**config.mk**
```make
export PLATFORM = sky130hd
export DESIGN_NAME = modular_arithmetic_unit_core
export DESIGN_NICKNAME = d
export VERILOG_FILES = /design/src/rtl/core/mam_pkg.sv /design/src/rtl/core/modular_arithmetic_unit_core.sv /design/src/rtl/core/mam_reducer.sv /design/src/rtl/core/mam_ctrl.sv
export SDC_FILE = /design/constraint.sdc
export NUM_CORES = 2
export LEC_CHECK = 0
export BUFFER_PORTS_ARGS = -buffer_cell sky130_fd_sc_hd__buf_4
export CORE_UTILIZATION = 40
export DETAILED_ROUTE_END_ITERATION = 6
export GPL_TIMING_DRIVEN = 0
export PLACE_DENSITY = 0.63
export SLEW_MARGIN = 20
export SYNTH_ARGS = -nofsm -noshare
export SYNTH_HDL_FRONTEND = slang
export SYNTH_SLANG_ARGS = --single-unit
```
**constraint.sdc**
```tcl
create_clock -name clk -period 12.3 [get_ports clk]
set_input_delay 0 -clock clk [delete_from_list [all_inputs] [get_ports clk]]
set_output_delay 0 -clock clk [all_outputs]
set_load 0.05 [all_outputs]
```
**src/rtl/core/mam_pkg.sv**
```systemverilog
`timescale 1ns / 1ps
// ----------------------------------------------------------------------------
// mam_pkg: shared types and constants of the modular arithmetic unit
// Operation codes, reducer request bundle and fixed port widths.
// ----------------------------------------------------------------------------
package mam_pkg;

    // Fixed widths of the item fields
    localparam int FUNC_W    = 3;
    localparam int OPND_W    = 31;
    localparam int EXP_W     = 63;
    localparam int RAW_BITS  = 64;
    localparam int RESULT_W  = 31;
    localparam int MODULUS_W = 31;

    // Modulus after reset
    localparam logic [MODULUS_W-1:0] MODULUS_RESET = 31'd1000000007;

    // Dividend bits the reducer retires per cycle
    localparam int RED_RADIX = 4;

    // Operation codes
    typedef enum logic [FUNC_W-1:0] {
        FN_ADD  = 3'd0,
        FN_SUB  = 3'd1,
        FN_MUL  = 3'd2,
        FN_DIV  = 3'd3,
        FN_POW  = 3'd4,
        FN_NORM = 3'd5
    } func_t;

    // Reducer dividend sizes: a masked operand, a product, a 64-bit magnitude
    typedef enum logic [1:0] {
        RED_OPND = 2'd0,
        RED_PROD = 2'd1,
        RED_RAW  = 2'd2
    } red_mode_t;

    // Request from the sequencer to the reducer
    typedef struct packed {
        logic      start;
        red_mode_t mode;
    } red_req_t;

endpackage

```
**src/rtl/core/modular_arithmetic_unit_core.sv**
```systemverilog
`timescale 1ns / 1ps
// ----------------------------------------------------------------------------
// modular_arithmetic_unit_core: prime field arithmetic unit
// Add, subtract, multiply, divide (Fermat inverse), power and normalize
// modulo a prime held in a configuration register.
// ----------------------------------------------------------------------------
// Usage:
//   Command beat: drive func and the operand fields with start high; the beat
//   is taken at a clock edge with start high and busy low.
//   Result beat: result is shown for one cycle with done high. The receiver
//   cannot stall, so it must take the beat in that cycle.
//   Configuration: the modulus is written through cfg_valid / cfg_ready /
//   cfg_data while no command is in progress; reset loads 1000000007.
//   Modulus 0 or 1 and unknown func codes give result 0, with done high in
//   the cycle right after the command beat.
// Reducer steps at the default 31-bit residues: S = 8 for an operand, P = 16
//   for a product. Power runs square-and-multiply over the exponent bits, up
//   to a full 63-bit exponent; divide runs a power with exponent modulus-2.
//   Every modular product goes through one serial reducer that retires four
//   dividend bits per cycle.
//   One command is in flight at a time; busy falls in the cycle that the
//   result is registered, so the next command may follow at once.
// ----------------------------------------------------------------------------
module modular_arithmetic_unit_core
    import mam_pkg::*;
#(
    parameter int RESIDUE_BITS = 31
)
(
    input  logic                 clk,
    input  logic                 rst_n,
    input  logic                 start,
    output logic                 busy,
    input  logic [FUNC_W-1:0]    func,
    input  logic [OPND_W-1:0]    operand_a,
    input  logic [OPND_W-1:0]    operand_b,
    input  logic [EXP_W-1:0]     exponent,
    input  logic [RAW_BITS-1:0]  raw_value,
    output logic                 done,
    output logic [RESULT_W-1:0]  result,
    input  logic                 cfg_valid,
    output logic                 cfg_ready,
    input  logic [MODULUS_W-1:0] cfg_data
);

    logic [RESIDUE_BITS-1:0] modulus_reg;
    logic [RESIDUE_BITS-1:0] modulus_next;
    logic                    done_reg;
    logic [RESULT_W-1:0]     result_reg;
    logic                    fin_valid;
    logic [RESIDUE_BITS-1:0] fin_value;
    logic                    ctrl_busy;
    logic                    cmd_beat;

    assign busy      = ctrl_busy;
    // Hold off a modulus beat while a command beat is offered or running
    assign cfg_ready = !ctrl_busy && !start;
    assign cmd_beat  = start && !ctrl_busy;

    // Take a modulus beat, masked to the residue width
    assign modulus_next = (cfg_valid && cfg_ready) ? cfg_data[RESIDUE_BITS-1:0]
                                                   : modulus_reg;

    // Hold the modulus and the result strobe
    always_ff @(posedge clk or negedge rst_n)
    begin
        if (!rst_n)
        begin
            modulus_reg <= MODULUS_RESET[RESIDUE_BITS-1:0];
            done_reg    <= 1'b0;
        end
        else
        begin
            modulus_reg <= modulus_next;
            done_reg    <= fin_valid;
        end
    end

    // Register the result beat
    always_ff @(posedge clk)
    begin
        if (fin_valid)
        begin
            result_reg <= RESULT_W'(fin_value);
        end
    end

    assign done   = done_reg;
    assign result = result_reg;

    mam_ctrl #(
        .RESIDUE_BITS (RESIDUE_BITS)
    ) u_ctrl (
        .clk       (clk),
        .rst_n     (rst_n),
        .start     (cmd_beat),
        .func      (func),
        .operand_a (operand_a),
        .operand_b (operand_b),
        .exponent  (exponent),
        .raw_value (raw_value),
        .modulus   (modulus_reg),
        .busy      (ctrl_busy),
        .fin_valid (fin_valid),
        .fin_value (fin_value)
    );

endmodule

```
**src/rtl/core/mam_reducer.sv**
```systemverilog
`timescale 1ns / 1ps
// ----------------------------------------------------------------------------
// mam_reducer: shared serial remainder unit
// Restoring remainder of a dividend of up to 64 bits by the modulus,
// RED_RADIX dividend bits per cycle; pulses done with the remainder.
// ----------------------------------------------------------------------------
module mam_reducer
    import mam_pkg::*;
#(
    parameter int RESIDUE_BITS = 31
)
(
    input  logic                    clk,
    input  logic                    rst_n,
    input  red_req_t                req,
    input  logic [RAW_BITS-1:0]     dividend,
    input  logic [RESIDUE_BITS-1:0] modulus,
    output logic                    done,
    output logic [RESIDUE_BITS-1:0] rem
);

    localparam int OPND_STEPS = (RESIDUE_BITS + RED_RADIX - 1) / RED_RADIX;
    localparam int PROD_STEPS = (2 * RESIDUE_BITS + RED_RADIX - 1) / RED_RADIX;
    localparam int RAW_STEPS  = RAW_BITS / RED_RADIX;
    localparam int OPND_SHIFT = RAW_BITS - RED_RADIX * OPND_STEPS;
    localparam int PROD_SHIFT = RAW_BITS - RED_RADIX * PROD_STEPS;
    localparam int RAW_SHIFT  = RAW_BITS - RED_RADIX * RAW_STEPS;
    localparam int CNT_W      = $clog2(RAW_STEPS + 1);

    logic [RAW_BITS-1:0]     shift_reg;
    logic [RAW_BITS-1:0]     shift_next;
    logic [RESIDUE_BITS-1:0] rem_reg;
    logic [RESIDUE_BITS-1:0] rem_next;
    logic [CNT_W-1:0]        cnt_reg;
    logic [CNT_W-1:0]        cnt_next;
    logic                    run_reg;
    logic                    run_next;
    logic                    done_reg;
    logic                    done_next;
    logic [RESIDUE_BITS-1:0] rem_step;

    // Retire RED_RADIX dividend bits: shift in, compare, subtract
    always_comb
    begin
        logic [RESIDUE_BITS:0]   trial;
        logic [RESIDUE_BITS-1:0] part;
        part = rem_reg;
        for (int i = 0; i < RED_RADIX; i++)
        begin
            trial = {part, shift_reg[RAW_BITS-1-i]};
            if (trial >= {1'b0, modulus})
            begin
                trial = trial - {1'b0, modulus};
            end
            part = trial[RESIDUE_BITS-1:0];
        end
        rem_step = part;
    end

    // Load a new dividend left-aligned, or advance the running one
    always_comb
    begin
        shift_next = shift_reg;
        rem_next   = rem_reg;
        cnt_next   = cnt_reg;
        run_next   = run_reg;
        done_next  = 1'b0;
        if (req.start)
        begin
            rem_next = '0;
            run_next = 1'b1;
            unique case (req.mode)
                RED_OPND:
                begin
                    shift_next = dividend << OPND_SHIFT;
                    cnt_next   = CNT_W'(OPND_STEPS);
                end
                RED_PROD:
                begin
                    shift_next = dividend << PROD_SHIFT;
                    cnt_next   = CNT_W'(PROD_STEPS);
                end
                RED_RAW:
                begin
                    shift_next = dividend << RAW_SHIFT;
                    cnt_next   = CNT_W'(RAW_STEPS);
                end
                default:
                begin
                    shift_next = dividend << RAW_SHIFT;
                    cnt_next   = CNT_W'(RAW_STEPS);
                end
            endcase
        end
        else if (run_reg)
        begin
            shift_next = shift_reg << RED_RADIX;
            rem_next   = rem_step;
            cnt_next   = cnt_reg - CNT_W'(1);
            if (cnt_reg == CNT_W'(1))
            begin
                run_next  = 1'b0;
                done_next = 1'b1;
            end
        end
    end

    // Hold control state
    always_ff @(posedge clk or negedge rst_n)
    begin
        if (!rst_n)
        begin
            run_reg  <= 1'b0;
            done_reg <= 1'b0;
            cnt_reg  <= '0;
        end
        else
        begin
            run_reg  <= run_next;
            done_reg <= done_next;
            cnt_reg  <= cnt_next;
        end
    end

    // Hold the dividend and partial remainder
    always_ff @(posedge clk)
    begin
        shift_reg <= shift_next;
        rem_reg   <= rem_next;
    end

    assign done = done_reg;
    assign rem  = rem_reg;

endmodule

```
**src/rtl/core/mam_ctrl.sv**
```systemverilog
`timescale 1ns / 1ps
// ----------------------------------------------------------------------------
// mam_ctrl: operation sequencer with the shared multiplier
// Reduces the operands, runs square-and-multiply for power and divide,
// and feeds every product through the shared serial reducer.
// ----------------------------------------------------------------------------
module mam_ctrl
    import mam_pkg::*;
#(
    parameter int RESIDUE_BITS = 31
)
(
    input  logic                    clk,
    input  logic                    rst_n,
    input  logic                    start,
    input  logic [FUNC_W-1:0]       func,
    input  logic [OPND_W-1:0]       operand_a,
    input  logic [OPND_W-1:0]       operand_b,
    input  logic [EXP_W-1:0]        exponent,
    input  logic [RAW_BITS-1:0]     raw_value,
    input  logic [RESIDUE_BITS-1:0] modulus,
    output logic                    busy,
    output logic                    fin_valid,
    output logic [RESIDUE_BITS-1:0] fin_value
);

    localparam int PROD_W = 2 * RESIDUE_BITS;

    typedef enum logic [11:0] {
        ST_IDLE    = 12'b0000_0000_0001,
        ST_RED_A   = 12'b0000_0000_0010,
        ST_RED_B   = 12'b0000_0000_0100,
        ST_DISP    = 12'b0000_0000_1000,
        ST_PW_CHK  = 12'b0000_0001_0000,
        ST_PW_MUL  = 12'b0000_0010_0000,
        ST_PW_MWT  = 12'b0000_0100_0000,
        ST_PW_SQ   = 12'b0000_1000_0000,
        ST_PW_SWT  = 12'b0001_0000_0000,
        ST_FIN_MUL = 12'b0010_0000_0000,
        ST_FIN_WT  = 12'b0100_0000_0000,
        ST_NORM_WT = 12'b1000_0000_0000
    } state_t;

    state_t                  state_reg;
    state_t                  state_next;
    logic                    launch_reg;
    logic                    launch_next;
    func_t                   func_reg;
    func_t                   func_next;
    logic [RESIDUE_BITS-1:0] b_raw_reg;
    logic [RESIDUE_BITS-1:0] b_raw_next;
    logic [RESIDUE_BITS-1:0] a_reg;
    logic [RESIDUE_BITS-1:0] a_next;
    logic [RESIDUE_BITS-1:0] b_reg;
    logic [RESIDUE_BITS-1:0] b_next;
    logic [RESIDUE_BITS-1:0] acc_reg;
    logic [RESIDUE_BITS-1:0] acc_next;
    logic [RESIDUE_BITS-1:0] base_reg;
    logic [RESIDUE_BITS-1:0] base_next;
    logic [EXP_W-1:0]        e_reg;
    logic [EXP_W-1:0]        e_next;
    logic [PROD_W-1:0]       prod_reg;
    logic [PROD_W-1:0]       prod_next;
    logic                    neg_reg;
    logic                    neg_next;

    red_req_t                red_req;
    logic [RAW_BITS-1:0]     red_dividend;
    logic                    red_done;
    logic [RESIDUE_BITS-1:0] red_rem;

    logic                    mod_ok;
    logic                    func_ok;
    logic [RAW_BITS-1:0]     raw_mag;
    logic [RESIDUE_BITS-1:0] mul_x;
    logic [RESIDUE_BITS-1:0] mul_y;
    logic [RESIDUE_BITS:0]   sum;
    logic [RESIDUE_BITS:0]   diff;
    logic [RESIDUE_BITS-1:0] add_res;
    logic [RESIDUE_BITS-1:0] sub_res;
    logic [RESIDUE_BITS-1:0] norm_res;

    assign busy    = (state_reg != ST_IDLE);
    assign mod_ok  = (modulus >= RESIDUE_BITS'(2));
    assign func_ok = (func <= FN_NORM);
    assign raw_mag = raw_value[RAW_BITS-1] ? (~raw_value + RAW_BITS'(1)) : raw_value;

    // Shared multiplier operand select
    always_comb
    begin
        mul_x = acc_reg;
        mul_y = base_reg;
        if (state_reg == ST_PW_SQ)
        begin
            mul_x = base_reg;
        end
        else if (state_reg == ST_FIN_MUL)
        begin
            mul_y = a_reg;
        end
    end

    // Add and subtract of reduced residues
    always_comb
    begin
        sum  = {1'b0, a_reg} + {1'b0, b_reg};
        diff = {1'b0, a_reg} + {1'b0, modulus} - {1'b0, b_reg};
        add_res = (sum >= {1'b0, modulus}) ? RESIDUE_BITS'(sum - {1'b0, modulus})
                                           : sum[RESIDUE_BITS-1:0];
        sub_res = (a_reg >= b_reg) ? (a_reg - b_reg) : diff[RESIDUE_BITS-1:0];
    end

    // Fold a negative magnitude back to the residue range
    assign norm_res = (neg_reg && (red_rem != '0)) ? (modulus - red_rem) : red_rem;

    // Reducer request and dividend select
    always_comb
    begin
        red_req.start = 1'b0;
        red_req.mode  = RED_PROD;
        red_dividend  = RAW_BITS'(prod_reg);
        if (state_reg == ST_IDLE)
        begin
            red_req.start = start && mod_ok && func_ok;
            if (func == FN_NORM)
            begin
                red_req.mode = RED_RAW;
                red_dividend = raw_mag;
            end
            else
            begin
                red_req.mode = RED_OPND;
                red_dividend = RAW_BITS'(operand_a[RESIDUE_BITS-1:0]);
            end
        end
        else if (state_reg == ST_RED_A)
        begin
            red_req.start = red_done;
            red_req.mode  = RED_OPND;
            red_dividend  = RAW_BITS'(b_raw_reg);
        end
        else
        begin
            red_req.start = launch_reg;
        end
    end

    // Sequencer
    always_comb
    begin
        state_next  = state_reg;
        launch_next = 1'b0;
        func_next   = func_reg;
        b_raw_next  = b_raw_reg;
        a_next      = a_reg;
        b_next      = b_reg;
        acc_next    = acc_reg;
        base_next   = base_reg;
        e_next      = e_reg;
        prod_next   = prod_reg;
        neg_next    = neg_reg;
        fin_valid   = 1'b0;
        fin_value   = '0;
        unique case (state_reg)
            ST_IDLE:
            begin
                if (start)
                begin
                    func_next  = func_t'(func);
                    b_raw_next = operand_b[RESIDUE_BITS-1:0];
                    e_next     = exponent;
                    neg_next   = raw_value[RAW_BITS-1];
                    if (!mod_ok || !func_ok)
                    begin
                        fin_valid = 1'b1;
                    end
                    else if (func == FN_NORM)
                    begin
                        state_next = ST_NORM_WT;
                    end
                    else
                    begin
                        state_next = ST_RED_A;
                    end
                end
            end
            ST_RED_A:
            begin
                if (red_done)
                begin
                    a_next     = red_rem;
                    state_next = ST_RED_B;
                end
            end
            ST_RED_B:
            begin
                if (red_done)
                begin
                    b_next     = red_rem;
                    state_next = ST_DISP;
                end
            end
            ST_DISP:
            begin
                case (func_reg)
                    FN_ADD:
                    begin
                        fin_valid  = 1'b1;
                        fin_value  = add_res;
                        state_next = ST_IDLE;
                    end
                    FN_SUB:
                    begin
                        fin_valid  = 1'b1;
                        fin_value  = sub_res;
                        state_next = ST_IDLE;
                    end
                    FN_MUL:
                    begin
                        acc_next   = b_reg;
                        state_next = ST_FIN_MUL;
                    end
                    FN_DIV:
                    begin
                        acc_next   = RESIDUE_BITS'(1);
                        base_next  = b_reg;
                        e_next     = EXP_W'(modulus - RESIDUE_BITS'(2));
                        state_next = ST_PW_CHK;
                    end
                    FN_POW:
                    begin
                        acc_next   = RESIDUE_BITS'(1);
                        base_next  = a_reg;
                        state_next = ST_PW_CHK;
                    end
                    default:
                    begin
                        fin_valid  = 1'b1;
                        state_next = ST_IDLE;
                    end
                endcase
            end
            ST_PW_CHK:
            begin
                if (e_reg == '0)
                begin
                    if (func_reg == FN_DIV)
                    begin
                        state_next = ST_FIN_MUL;
                    end
                    else
                    begin
                        fin_valid  = 1'b1;
                        fin_value  = acc_reg;
                        state_next = ST_IDLE;
                    end
                end
                else if (e_reg[0])
                begin
                    state_next = ST_PW_MUL;
                end
                else
                begin
                    state_next = ST_PW_SQ;
                end
            end
            ST_PW_MUL:
            begin
                prod_next   = PROD_W'(mul_x) * PROD_W'(mul_y);
                launch_next = 1'b1;
                state_next  = ST_PW_MWT;
            end
            ST_PW_MWT:
            begin
                if (red_done)
                begin
                    acc_next = red_rem;
                    // Skip the last squaring: nothing reads it
                    if (e_reg[EXP_W-1:1] == '0)
                    begin
                        e_next     = '0;
                        state_next = ST_PW_CHK;
                    end
                    else
                    begin
                        state_next = ST_PW_SQ;
                    end
                end
            end
            ST_PW_SQ:
            begin
                prod_next   = PROD_W'(mul_x) * PROD_W'(mul_y);
                launch_next = 1'b1;
                state_next  = ST_PW_SWT;
            end
            ST_PW_SWT:
            begin
                if (red_done)
                begin
                    base_next  = red_rem;
                    e_next     = e_reg >> 1;
                    state_next = ST_PW_CHK;
                end
            end
            ST_FIN_MUL:
            begin
                prod_next   = PROD_W'(mul_x) * PROD_W'(mul_y);
                launch_next = 1'b1;
                state_next  = ST_FIN_WT;
            end
            ST_FIN_WT:
            begin
                if (red_done)
                begin
                    fin_valid  = 1'b1;
                    fin_value  = red_rem;
                    state_next = ST_IDLE;
                end
            end
            ST_NORM_WT:
            begin
                if (red_done)
                begin
                    fin_valid  = 1'b1;
                    fin_value  = norm_res;
                    state_next = ST_IDLE;
                end
            end
            default:
            begin
                state_next = ST_IDLE;
            end
        endcase
    end

    // Hold control state
    always_ff @(posedge clk or negedge rst_n)
    begin
        if (!rst_n)
        begin
            state_reg  <= ST_IDLE;
            launch_reg <= 1'b0;
        end
        else
        begin
            state_reg  <= state_next;
            launch_reg <= launch_next;
        end
    end

    // Hold operands and working values
    always_ff @(posedge clk)
    begin
        func_reg  <= func_next;
        b_raw_reg <= b_raw_next;
        a_reg     <= a_next;
        b_reg     <= b_next;
        acc_reg   <= acc_next;
        base_reg  <= base_next;
        e_reg     <= e_next;
        prod_reg  <= prod_next;
        neg_reg   <= neg_next;
    end

    mam_reducer #(
        .RESIDUE_BITS (RESIDUE_BITS)
    ) u_reducer (
        .clk      (clk),
        .rst_n    (rst_n),
        .req      (red_req),
        .dividend (red_dividend),
        .modulus  (modulus),
        .done     (red_done),
        .rem      (red_rem)
    );

endmodule

```
==> Yosys cells after proc, flatten, opt, wreduce, memory -nomap -nowiden <==
Cells that the tools add are included.
{ "word_totals": {"wordCells": 172, "output_inout_bits": 34, "inputBits": 227, "regBits": 462} }
{ "op_classes": {"n_lt_le_gt_ge": 8, "eq_ne": 30, "mux": 69, "reduce_logical": 31, "n_bitwise": 1, "mul": 1, "addsub": 13} }
{ "ops": {"columns": ["cell", "count"], "rows": [
  ["$mux W31", 15],
  ["$mux W64", 6],
  ["$mux W63", 5],
  ["$pmux W31 S2", 5],
  ["$pmux W63 S4", 1],
  ["$sub A31 B31 Y31", 8],
  ["$ge A32 B31 Y1", 5],
  ["$pmux W12 S11", 1],
  ["$pmux W31 S4", 1],
  ["$mux W12", 9],
  ["$add A64 B1 Y64 const B", 1],
  ["$not A64 Y64", 1],
  ["$logic_not A63 Y1", 1],
  ["$logic_not A62 Y1", 1],
  ["$mul A31 B31 Y62", 1],
  ["$mux W62", 1],
  ["$add A31 B31 Y32", 1],
  ["$sub A31 B2 Y32 const B", 1],
  ["$add A31 B31 Y31", 1],
  ["$ge A31 B2 Y1 const B", 1],
  ["$ge A31 B31 Y1", 1],
  ["$reduce_bool A31 Y1", 1],
  ["$pmux W10 S2", 1],
  ["$mux W8", 2],
  ["42 further kinds", 82]
]} }

==> Depth between registers and ports, before layout <==
{ "logic_depth": {"depth_word": 9, "mapped_depth": 52, "ltp_nobuf": 47} }

==> By module <==
Synthesis repeated with hierarchy kept, for this count alone.
{ "unflattened": {"hier_cells": 7994, "area_unflattened_um2": 69673.1} }
{ "by_module_without_submodules": {"columns": ["module", "n_inst", "area_per_inst_um2", "seq_area_each_um2", "cells_each"], "rows": [
  ["mam_ctrl", 1, 55368.1, 8854.7, 6298],
  ["mam_reducer", 1, 12141.6, 2717.6, 1596],
  ["modular_arithmetic_unit_core", 1, 2163.3, 1751.7, 100]
]} }

==> Worst setup path before layout <==
No wires, ideal clock.
{ "synth_timing": {"path_kind": "register to register", "from": "reg modulus_reg[1]", "to": "reg u_ctrl.u_reducer.rem_reg[16], in the netlist u_ctrl.u_reducer.rem[16]", "t_arrival_ns": 10.879, "t_required_ns": 12.178, "setup_ns": 0.122, "path_buffers": 8, "path_slack_ns": 1.299, "period_less_slack_ns": 11.001, "path_stages_with_launch": 48, "path_cell_list": "dfstp_2 -> inv_1 -> fa_1 -> a21o_1 -> a221oi_2 -> nand4bb_1 -> a21oi_1 -> nor2_1 -> clkbuf_1 -> buf_1 -> o21ai_0 -> ha_1 -> clkbuf_1 -> nand4_1 -> nor4_1 -> a22oi_1 -> nand3_1 -> o211ai_1 -> [... 12 more ...] -> nand2_1 -> o31ai_4 -> buf_2 -> mux2_2 -> ha_1 -> nand3_1 -> o21bai_1 -> a211oi_1 -> o211ai_1 -> a311oi_1 -> o211ai_1 -> a21oi_1 -> nor2_1 -> o2111a_1 -> buf_6 -> and2_4 -> buf_6 -> a221o_1"} }
{ "synth_via": {"elab_chain_len": 8, "elab_cells_between_ends": 16, "cone_classes": "add/sub: 4; order compare: 5; mux: 5; reduce/logical: 2"} }
{ "synth_lines": {"columns": ["element", "line", "rtl"], "rows": [
  ["from (decl)", "modular_arithmetic_unit_core.sv:46", "logic [RESIDUE_BITS-1:0] modulus_reg;"],
  ["from (signal assigned)", "modular_arithmetic_unit_core.sv:69", "modulus_reg <= MODULUS_RESET[RESIDUE_BITS-1:0];"],
  ["from (signal assigned)", "modular_arithmetic_unit_core.sv:74", "modulus_reg <= modulus_next;"],
  ["$sub A31 B31 Y31 / $ge A32 B31 Y1 (equally long branches)", "mam_reducer.sv:53, mam_reducer.sv:51", null],
  ["$mux W31", "mam_reducer.sv:51", "if (trial >= {1'b0, modulus})"],
  ["$sub A31 B31 Y31 / $ge A32 B31 Y1 (equally long branches)", "mam_reducer.sv:53, mam_reducer.sv:51", null],
  ["$mux W31", "mam_reducer.sv:51", null],
  ["$sub A31 B31 Y31 / $ge A32 B31 Y1 (equally long branches)", "mam_reducer.sv:53, mam_reducer.sv:51", null],
  ["$mux W31", "mam_reducer.sv:51", null],
  ["$sub A31 B31 Y31 / $ge A32 B31 Y1 (equally long branches)", "mam_reducer.sv:53, mam_reducer.sv:51", null],
  ["$mux W31", "mam_reducer.sv:51", null],
  ["to (signal assigned)", "mam_reducer.sv:129", "rem_reg <= rem_next;"],
  ["to (decl)", "mam_reducer.sv:32", "logic [RESIDUE_BITS-1:0] rem_reg;"]
]} }
Parallel ways exist; a longest one is shown, timed or not.
A chain may end at the register's enable or synchronous reset.

==> Worst setup path after layout <==
{ "layout_timing": {"from": "reg modulus_reg[1]", "to": "reg u_ctrl.u_reducer.rem_reg[30], in the netlist u_ctrl.u_reducer.rem[30]"} }
The elaborated chain is that of the path after synthesis.

==> impl_metrics.yaml <==
outcome:
  status: "finished, violations left"
  violations: "DRC, setup timing"
critical_path:
  worstSetupPathType: "register to register"
  slowest_stage: "dfstp_4"
  slowest_delay_ns: 0.65
  r2r_start: "modulus_reg[1]$_DFFE_PN1P_"
  r2r_cells: 49
  worstPathMaxFanout: 10
  reg2reg_slack_ns: -0.07
  cp.required_ns: 12.89
  worstReg2RegEnd: "u_ctrl.u_reducer.rem[30]$_SDFFE_PP0P_"
  cp_data_arrival_time_ns: 12.96
  end_kind: "register"
  worstSetupStartpointType: "register"
die:
  die_y_um: 417.2
  start_util_pct: 40.24
  rows: 152
  design.die.area_mm2: 0.1741
  die_w_um: 417.2
  core-area_mm2: 0.1714
  io_pins: 261
detailed_routing:
  vias: 63945
  drt-total-wl_um: 299500
  first_pass_iters: 7
  drt_iter0_markers: 8010
  wl_per_cell_um: 27.72
  drc: 16
  ant_nets: 0
  avgViaCountPerCell: 5.919
place:
  dp_cells: 10426
  dp_hpwl_um: 246300
  place_area_mm2: 0.07439
  io_buffers: 260
  gp_congestion: 1.065
yosys:
  avgSynthCellArea_um2: 8.806
  synth_seq_area_share_pct: 19.32
  ys.flop_type: "edfxtp_1"
  yosysWarnings: 0
  synthCells: 7830
  synth.distinct_cells: 108
  ys_seq_elements: 462
  ys_async_sr_fraction_pct: 11.26
  syn_nets: 9468
  synth_edf_count: 379
  synth_area_mm2: 0.06895
final_layout:
  fillers: 16444
  stdcell_area_mm2: 0.08034
  largest_register_ffs: 64
  drive_gt1_share_pct: 10.99
  mostFrequentLayoutCells: "nand2_1 (1177), inv_1 (1139), fa_1 (874)"
  instances_no_fill: 10804
  fin_nets: 10081
  final_common_cell: "nand2_1"
  area_growth_pct: 16.51
timing:
  finClkSkew_ns: 0.03584
  setup_slack_ns: -0.06856
  hold_slack_ns: 0.01791
  relSlewSlack_pct: 11.49
  finalHoldViolCount: 0
  tightest_slew_ns: 1.323
  min_period_ns: 12.37
  max_freq_mhz: 80.85
  setup_viol: 5
  fin_crit_sh_pct: 100.6
  final.setup.tns_ns: -0.2451
  slew_viol_final: 0
global_route:
  overflow: 0
  grt_max_degree: 63
  grt_pass1_wl_um: 422600
  grt_pass1_vias: 61229
  antenna_found_initial: 22
  grt.total_usage_pct: 33.46
clock_network:
  ctsHtreeMaxLevel: 2
  cts_made_buffers: 55
  cts_buffer_depth: 3
  cts_tree: "built"
  cts_num_sinks: 462
  cts-root-buf: "clkbuf_16"
  cts.clk_slew.worst_paths_ns: 0.07
  worstSkewPairLatency_ns: 0.68
min_path:
  hold_start: "raw_value[7]"
  min_to: "u_ctrl.u_reducer.shift_reg[7]$_DFFE_PP_"
  min_path_type: "primary input to register"
  min_path_cells: 4
run:
  maxCapViolCount: 0
area by class of cell:
class	count	area [um2]	area share [%]
Sequential cell	462	13350	16.61
Timing Repair Buffer	565	4961	6.175
Multi-Input combinational cell	5847	51080	63.58
Clock buffer	60	1405	1.749
Clock inverter	42	548.0	0.6821
Buffer	339	1573	1.958
Antenna cell	6	15.01	0.01869
Tap cell	2310	2890	3.598
Inverter	1173	4517	5.622
kinds of logic (layout without fill, tap and decap cells):
group,after synthesis,count (layout),share of synthesized area [%]
compound gates,1513,1513,14.44
xor+xnor,373,373,4.738
fa+ha+maj,1411,1411,35.13
buf+inv,1521,2179,8.347
flops,462,462,19.32
mux,181,181,2.811
other cells,0,6,0
simple gates,2369,2369,15.21
worst max-delay path, delay by kind of cell, from the launching register on:
kind                       cells  cell delay [ns]
buffers and inverters         11             1.81
AOI/OAI and AO/OA             19             4.76
DFF                            1             0.65
adders and majority gates      4             1.28
and+or+nand+nor               13             2.97
muxes                          2             0.70
repair_timing:
item / CTS / global route
gates resized for setup: 183 / 200
endpoints found under the setup margin: 59 / 54
pin swaps: 24 / 48
buffers inserted: 55 / 38
cloned: 0 / 1
hold endpoints to repair: 235 / 0
hold buffers: 185 / 0
worst max-delay path by stage:
stage | start | end | slack, ns | cells after the start
finish | modulus_reg[1]$_DFFE_PN1P_ | u_ctrl.u_reducer.rem[30]$_SDFFE_PP0P_ | -0.07 | 49
global route | modulus_reg[1]$_DFFE_PN1P_ | u_ctrl.u_reducer.rem[16]$_SDFFE_PP0P_ | -0.06 | 48
CTS | modulus_reg[1]$_DFFE_PN1P_ | u_ctrl.u_reducer.rem[16]$_SDFFE_PP0P_ | 0.00009 | 49
detailed placement | modulus_reg[1]$_DFFE_PN1P_ | u_ctrl.u_reducer.rem[26]$_SDFFE_PP0P_ | -5.00 | 46
global placement | modulus_reg[1]$_DFFE_PN1P_ | u_ctrl.u_reducer.rem[27]$_SDFFE_PP0P_ | -5.21 | 46
floorplan | modulus_reg[1]$_DFFE_PN1P_ | u_ctrl.u_reducer.rem[16]$_SDFFE_PP0P_ | 1.30 | 47
metal layers:
layer | GRT usage [%] | vias to the layer above | part of all wire [%]
met3 | 9.716 | 728 | 12
met4 | 14.73 | 11 | 5.2
li1 | - | 27426 | -
met2 | 49.19 | 3844 | 42
met1 | 45.49 | 31936 | 41
met5 | 0 | - | 0.041
cells in the mapped netlist (125+ instances only):
cell      instances  area share (%)
nor2_1          526             2.9
clkbuf_1        295             1.6
fa_1            875              25
xnor2_1         241             3.1
a21o_1          125             1.4
a21oi_1         383             2.8
nand3_1         125            0.91
xor2_1          132             1.7
nand2_1        1180             6.4
inv_1          1171             6.4
ha_1            536             9.7
edfxtp_1        379              17
o21ai_0         380             2.8
metrics by stage:
step	util, %	setup WS [ns]
2_1_floorplan	-	1.299
3_3_place_gp	43.07	-5.208
3_5_place_dp	43.41	-4.995
4_1_cts	46.32	0.00009326
5_1_grt	46.88	-0.05655
6_report	46.88	-0.06856
Power is not shown: default switching activity piles up to over one toggle a cycle in this logic, so the estimate is an artifact.
